==> src/design/ufmc_pkg.sv <==
// Shared types and constants for the union-find maze wall carver.
// No dependencies; the datapath, controller and top level refer to this package.

package ufmc_pkg;

    // Fixed field widths
    localparam int SIDE_W  = 6;
    localparam int COORD_W = 7;
    localparam int CELL_W  = 2 * SIDE_W + 1;

    // Command codes on the input channel
    localparam logic CMD_CLEAR = 1'b0;

    // Configuration register indexes
    localparam logic REG_COLS = 1'b0;
    localparam logic REG_ROWS = 1'b1;

    // Configuration reset values
    localparam logic [SIDE_W-1:0] COLS_RST = 6'd4;
    localparam logic [SIDE_W-1:0] ROWS_RST = 6'd4;

    // Channel payloads
    typedef struct packed {
        logic               cmd;
        logic [COORD_W-1:0] wall_row;
        logic [COORD_W-1:0] wall_col;
    } t_in_beat;

    typedef struct packed {
        logic carved;
        logic invalid_wall;
    } t_out_beat;

    typedef struct packed {
        logic              index;
        logic [SIDE_W-1:0] value;
    } t_cfg_beat;

    // Controller states
    typedef enum logic [3:0] {
        S_CLEAR,
        S_IDLE,
        S_DECODE,
        S_CHECK,
        S_FIND_A,
        S_WB_A,
        S_ISSUE_B,
        S_FIND_B,
        S_WB_B,
        S_LINK,
        S_DONE
    } t_state;

    // Controller to datapath commands
    typedef struct packed {
        logic load_in;
        logic decode;
        logic clr_step;
        logic issue;
        logic find;
        logic wb;
        logic link;
        logic res_clear;
        logic res_invalid;
        logic out_load;
        logic sel_b;
    } t_dp_cmd;

    // Datapath to controller status
    typedef struct packed {
        logic is_clear;
        logic wall_ok;
        logic found;
        logic clr_last;
        logic out_free;
    } t_dp_stat;

endpackage

==> src/design/ufmc_ctrl.sv <==
// Controller of the maze wall carver: sequences clearing, decode, the two
// root searches, write-backs, the link and result hand-off. Uses ufmc_pkg.

module ufmc_ctrl (
    input  logic               i_clk,
    input  logic               i_rst_n,
    input  logic               i_in_valid,
    output logic               o_in_ready,
    input  ufmc_pkg::t_dp_stat i_stat,
    output ufmc_pkg::t_dp_cmd  o_cmd
);

    ufmc_pkg::t_state r_state;
    ufmc_pkg::t_state n_state;
    logic             r_reply;
    logic             n_reply;

    // State register; reset starts the clearing sweep
    always_ff @(posedge i_clk) begin
        if (!i_rst_n) begin
            r_state <= ufmc_pkg::S_CLEAR;
            r_reply <= 1'b0;
        end else begin
            r_state <= n_state;
            r_reply <= n_reply;
        end
    end

    // Next state and datapath commands
    always_comb begin
        n_state    = r_state;
        n_reply    = r_reply;
        o_cmd      = '0;
        o_in_ready = 1'b0;
        case (r_state)
            ufmc_pkg::S_CLEAR: begin
                o_cmd.clr_step = 1'b1;
                if (i_stat.clr_last) begin
                    if (r_reply) begin
                        o_cmd.res_clear = 1'b1;
                        n_state         = ufmc_pkg::S_DONE;
                    end else begin
                        n_state = ufmc_pkg::S_IDLE;
                    end
                end
            end
            ufmc_pkg::S_IDLE: begin
                o_in_ready = 1'b1;
                if (i_in_valid) begin
                    o_cmd.load_in = 1'b1;
                    n_state       = ufmc_pkg::S_DECODE;
                end
            end
            ufmc_pkg::S_DECODE: begin
                if (i_stat.is_clear) begin
                    n_reply = 1'b1;
                    n_state = ufmc_pkg::S_CLEAR;
                end else begin
                    o_cmd.decode = 1'b1;
                    n_state      = ufmc_pkg::S_CHECK;
                end
            end
            ufmc_pkg::S_CHECK: begin
                if (i_stat.wall_ok) begin
                    o_cmd.issue = 1'b1;
                    n_state     = ufmc_pkg::S_FIND_A;
                end else begin
                    o_cmd.res_invalid = 1'b1;
                    n_state           = ufmc_pkg::S_DONE;
                end
            end
            ufmc_pkg::S_FIND_A: begin
                o_cmd.find = 1'b1;
                if (i_stat.found) begin
                    n_state = ufmc_pkg::S_WB_A;
                end
            end
            ufmc_pkg::S_WB_A: begin
                o_cmd.wb = 1'b1;
                n_state  = ufmc_pkg::S_ISSUE_B;
            end
            ufmc_pkg::S_ISSUE_B: begin
                o_cmd.issue = 1'b1;
                o_cmd.sel_b = 1'b1;
                n_state     = ufmc_pkg::S_FIND_B;
            end
            ufmc_pkg::S_FIND_B: begin
                o_cmd.find  = 1'b1;
                o_cmd.sel_b = 1'b1;
                if (i_stat.found) begin
                    n_state = ufmc_pkg::S_WB_B;
                end
            end
            ufmc_pkg::S_WB_B: begin
                o_cmd.wb    = 1'b1;
                o_cmd.sel_b = 1'b1;
                n_state     = ufmc_pkg::S_LINK;
            end
            ufmc_pkg::S_LINK: begin
                o_cmd.link = 1'b1;
                n_state    = ufmc_pkg::S_DONE;
            end
            ufmc_pkg::S_DONE: begin
                if (i_stat.out_free) begin
                    o_cmd.out_load = 1'b1;
                    n_reply        = 1'b0;
                    n_state        = ufmc_pkg::S_IDLE;
                end
            end
            default: begin
                n_state = ufmc_pkg::S_CLEAR;
            end
        endcase
    end

endmodule

==> config.mk <==
export PLATFORM = sky130hd
export DESIGN_NAME = ufmc_ctrl
export DESIGN_NICKNAME = d
export VERILOG_FILES = /design/src/design/ufmc_pkg.sv /design/src/design/ufmc_ctrl.sv
export SDC_FILE = /design/constraint.sdc
export NUM_CORES = 1
export LEC_CHECK = 0
export ABC_AREA = 1
export ABC_CLOCK_PERIOD_IN_PS = 1700
export BUFFER_PORTS_ARGS = -buffer_cell sky130_fd_sc_hd__buf_2
export CAP_MARGIN = 20
export CELL_PAD_IN_SITES_DETAIL_PLACEMENT = 0
export CELL_PAD_IN_SITES_GLOBAL_PLACEMENT = 1
export CORE_MARGIN = 4
export CORE_UTILIZATION = 29
export CTS_BUF_LIST = sky130_fd_sc_hd__clkbuf_16
export DETAILED_ROUTE_END_ITERATION = 12
export PLACE_DENSITY_LB_ADDON = 0.1
export REMOVE_ABC_BUFFERS = 1
export SLEW_MARGIN = 5
export SYNTH_ARGS = -nofsm -noshare
export SYNTH_HDL_FRONTEND = slang
export SYNTH_SLANG_ARGS = --single-unit
==> constraint.sdc <==
create_clock -name i_clk -period 1.7 [get_ports i_clk]
set_clock_uncertainty 0.15 [all_clocks]
set_input_delay 0.51 -clock i_clk [delete_from_list [all_inputs] [get_ports i_clk]]
set_output_delay 0.51 -clock i_clk [all_outputs]
set_load 0.02 [all_outputs]
After elaboration in Yosys (flattened, before gate mapping)
Cells that the tools add are included.
Widths: inputs -> output; s select.
{"block": "op_classes", "eq_ne": 16, "mux": 31, "n_reduce_logical": 7}
{"cell": "$pmux 4 s11", "count": 1}
{"cell": "$mux 4", "count": 7}
{"cell": "$mux 1", "count": 20}
{"cell": "$eq 4x3->1 const B", "count": 4}
{"cell": "$eq 4x4->1 const B", "count": 3}
{"cell": "$ne 2x2->1 const B", "count": 6}
{"cell": "$eq 4x2->1 const B", "count": 2}
{"cell": "$reduce_and 5->1", "count": 1}
{"cell": "$eq 4x1->1 const B", "count": 1}
{"cell": "$logic_not 4->1", "count": 1}
{"cell": "$pmux 1 s2", "count": 2}
{"cell": "$reduce_or 2->1", "count": 2}
{"cell": "$reduce_and 3->1", "count": 1}
{"cell": "$reduce_or 3->1", "count": 1}
{"cell": "$mux 2", "count": 1}
{"cell": "$reduce_bool 2->1", "count": 1}
{"block": "word_totals", "regBits": 5, "inputBits": 8, "out_inout_bits": 12, "word_cells": 56}

Depth between registers and ports, before layout
{"block": "depth", "word_depth": 3, "ltp_mapped": 9, "mapped_depth_nobuf": 9}

Least setup slack after synthesis
OpenSTA, ideal clock, no wires.
{"block": "synth_timing", "kind": "flip-flop to output port", "start": "register r_state[2]", "end": "output o_cmd[5] (netlist name)", "arrival_time_ns": 1.084, "required_ns": 1.040, "setup_slack_ns": -0.044, "path_stages_with_launch": 3, "path_buffers": 0, "cell_sequence": "dfxtp_1 > nand2_2 > o21ai_0"}
{"element": "start, declared", "line_no": "ufmc_ctrl.sv:13", "rtl": "ufmc_pkg::t_state r_state;"}
{"element": "start signal, assigned", "line_no": "ufmc_ctrl.sv:21", "rtl": "r_state <= ufmc_pkg::S_CLEAR;"}
{"element": "start signal, assigned", "line_no": "ufmc_ctrl.sv:24", "rtl": "r_state <= n_state;"}
{"element": "end, declared", "line_no": "ufmc_ctrl.sv:10", "rtl": "output ufmc_pkg::t_dp_cmd o_cmd"}

==> flow_summary_export.csv <==
group,metric,value,unit
floorplan,start_util,31.33,%
sta,layout_worst_path_cycle_share,107.2,%
final_layout,instances_no_fill,135,
setup_path,critPathArrivalTime,1.16,ns
drt,drt_iter0_drc,15,
synth,synth_edf_count,0,
drt,highest_layer,"met4",
run_status,status,"finished, violations left",
final_layout,final_common_cell,"buf_4",
synth,ys.flop_type,"dfxtp_1",
setup_path,rr_worst_depth,9,
drt,ant_nets,0,
final_layout,syn2layout_area_growth,80.57,%
power_and_ir_drop,power.total,1.246,mW
final_layout,register_area,112.6,µm²
setup_path,path_class,"reg -> out",
drt,via_count,653,
setup_path,cpMaxStageDelayCell,"dfxtp_4",
global_routing,grt_pass1_wl,2470,µm
setup_path,r2r_slack,0.19,ns
final_layout,diodes,0,
global_routing,grt-ovfl-total,0,
drt,drc_errors,0,
worst_hold_path,hold_path.class,"in -> reg",
global_routing,grt_pass1_vias,618,
final_layout,fillers,144,
sta,max_freq,548.9,MHz
placement,pre_cts_ws,-0.02854,ns
cts,clock-root-buffer,"clkbuf_16",
drt,routedWlPerCell,11.07,µm
cts,clock_latency,0.23,ns
sta,timing.final.crit_period,1.822,ns
sta,worst_pin_slew,0.2295,ns
setup_path,crit_end,"o_cmd[2]",
cts,clk_path_buf_depth,2,
floorplan,std_cell_rows,14,
setup_path,slowest_delay,0.36,ns
run_status,violations,"setup timing",
floorplan,die-area,2382,µm²
drt,routed_wl,1495,µm
synth,synthTopCellsByArea,"dfxtp_1 21%, nand2_1 15%, inv_1 12%, nand3_1 8.3%, nor2_1 7.8%",
setup_path,required,1.04,ns
global_routing,grt_usage,13.30,%
setup_path,cp_cell_sequence,"nor2_4, nand3_1, inv_1, buf_2",
sta,slew_violations,0,
final_layout,multi_input_area,376.6,µm²
drt,wl_met1,623,µm
final_layout,final_cell_area,872.1,µm²
placement,place_inst,129,
sta,hold_viol,0,
setup_path,r2r-end,"r_state[3]$_SDFFE_PN0P_",
synth,yosysUniqueCellTypes,18,
synth,avgSynthCellArea,5.682,µm²
cts,htree_levels,1,
placement,gp_routability_congestion,0.7837,
sta,setup_viol,12,
synth,yosysWarnings,0,
drt,drt-pass1-iter-count,4,
power_and_ir_drop,power.density,1428,nW/µm²
setup_path,critPathTopFamily,"flip-flops",
drt,avgViaCountPerCell,4.837,
sta,setup_tns,-1.033,ns
setup_path,cp_num_buf_inv,2,
placement,dpl.hpwl,1166,µm
cts,clk_pin_slew,0.03,ns
floorplan,die_width,48.81,µm
floorplan,ioPinCount,20,
synth,synth_seq_cells,5,
final_layout,drive_gt1_share,54.62,%
sta,fin_ws,-0.1218,ns
placement,placed_area,665.6,µm²
synth,synth.yosys.seq_area_share,20.73,%
synth,syn-cell-area,483.0,µm²
placement,port_buffers,19,
synth,yosys.area.top_type_share,20.73,%
final_layout,layout.nets,128,
global_routing,grt_max_degree,8,
sta,slew_headroom,84.66,%
setup_path,startpoint_type,"flip-flop",
synth,yosys.area.top_type,"dfxtp_1",
floorplan,die_h,48.81,µm
sta,hold_ws,0.3526,ns
cts,clock_sinks,5,
drt,wl_met3,90,µm
global_routing,antenna_found_initial,0,
cts,hold_buffers,0,
final_layout,mostFrequentLayoutCells,"19 x buf_4, 14 x inv_1, 14 x nand2_1",
setup_path,cp_max_fo,7,
sta,rsz0062_at_grt,"true",
setup_path,endpoint_kind,"output pin",
power_and_ir_drop,ir_worst_vdd,0.0009596,V
floorplan,core_area,1541,µm²
synth,syn_inst,85,
cts,cts_tree,"done",
setup_path,timing.rr.start,"r_state[2]$_SDFFE_PN0P_",
synth,async_flop_share,0,%
run,cap_violations,0,
power_and_ir_drop,leakage,0.4886,nW
setup_path,crit_cells,4,
drt,dr_wl_met2,725,µm
cts,cts_buffers,3,
final_layout,final_util,56.57,%
setup_path,critPathLaunch,"r_state[2]$_SDFFE_PN0P_",
==> what timing repair did <==
| action | 4_1_cts | 5_1_grt |
|---|---|---|
| resized for setup | 34 | 7 |
| buffers inserted | 1 | 1 |
| pin swaps | 8 | 4 |
| endpoints found under the setup margin | 12 | 12 |
==> area by class of cell <==
type / instances / share of cell area (%)
tap: 16 / 2.296
inverter: 19 / 8.465
sequential: 5 / 12.91
multi-input combinational: 61 / 43.19
clock inverter: 1 / 0.4304
timing repair buffer: 30 / 24.10
clock buffer: 3 / 8.608
==> metal layers <==
metal	vias to the layer above	global-route usage, %
li1	339	-
met3	7	3.976
met4	0	10.31
met1	291	14.21
met2	16	21.52
met5	-	0
==> registers in the layout, summed over array words and instances, names as in the netlist <==
signal / count
r_reply: 1
r_state: 4
==> cells by family (layout without fill, tap and decap cells) <==
group / after synthesis / in the layout / share of synthesized area (%)
flops: 5 / 5 / 20.73
buf+inv: 19 / 53 / 14.77
compound gates: 12 / 12 / 12.95
simple gates: 49 / 49 / 51.55
==> where the power goes <==
part           switching, mW  internal [mW]  leakage (nW)
registers             0.0557          0.157        0.0434
clock network         0.0757          0.304        0.0423
logic                  0.372          0.281         0.403
total                  0.504          0.742         0.489
==> how the worst min path moves through the flow <==
stage | startpoint | endpoint | slack, ns | depth (start not counted)
2_1_floorplan | r_reply$_SDFFE_PN0P_ | r_reply$_SDFFE_PN0P_ | 0.30 | 2
3_3_place_gp | r_reply$_SDFFE_PN0P_ | r_reply$_SDFFE_PN0P_ | 0.36 | 2
3_5_place_dp | r_reply$_SDFFE_PN0P_ | r_reply$_SDFFE_PN0P_ | 0.34 | 2
4_1_cts | i_rst_n | r_state[2]$_SDFFE_PN0P_ | 0.35 | 3
5_1_grt | i_rst_n | r_state[2]$_SDFFE_PN0P_ | 0.39 | 3
6_report | i_rst_n | r_state[2]$_SDFFE_PN0P_ | 0.35 | 3
==> synth_stat cells, types with 2 or more instances <==
cell type and count:
nand4_1 2, nand3_1 8, inv_1 15, nor2_2 2, nand2_2 2, a21oi_1 5, nor2_1 10, inv_2 3
nand2_1 19, dfxtp_1 5, nand3_2 2, o21ai_0 6
==> worst min-delay path, cell delays in order <==
cell	delay [ns]
buf_2	0.10
nand2_1	0.05
inv_1	0.04
Power figures use the tool's default switching activity.
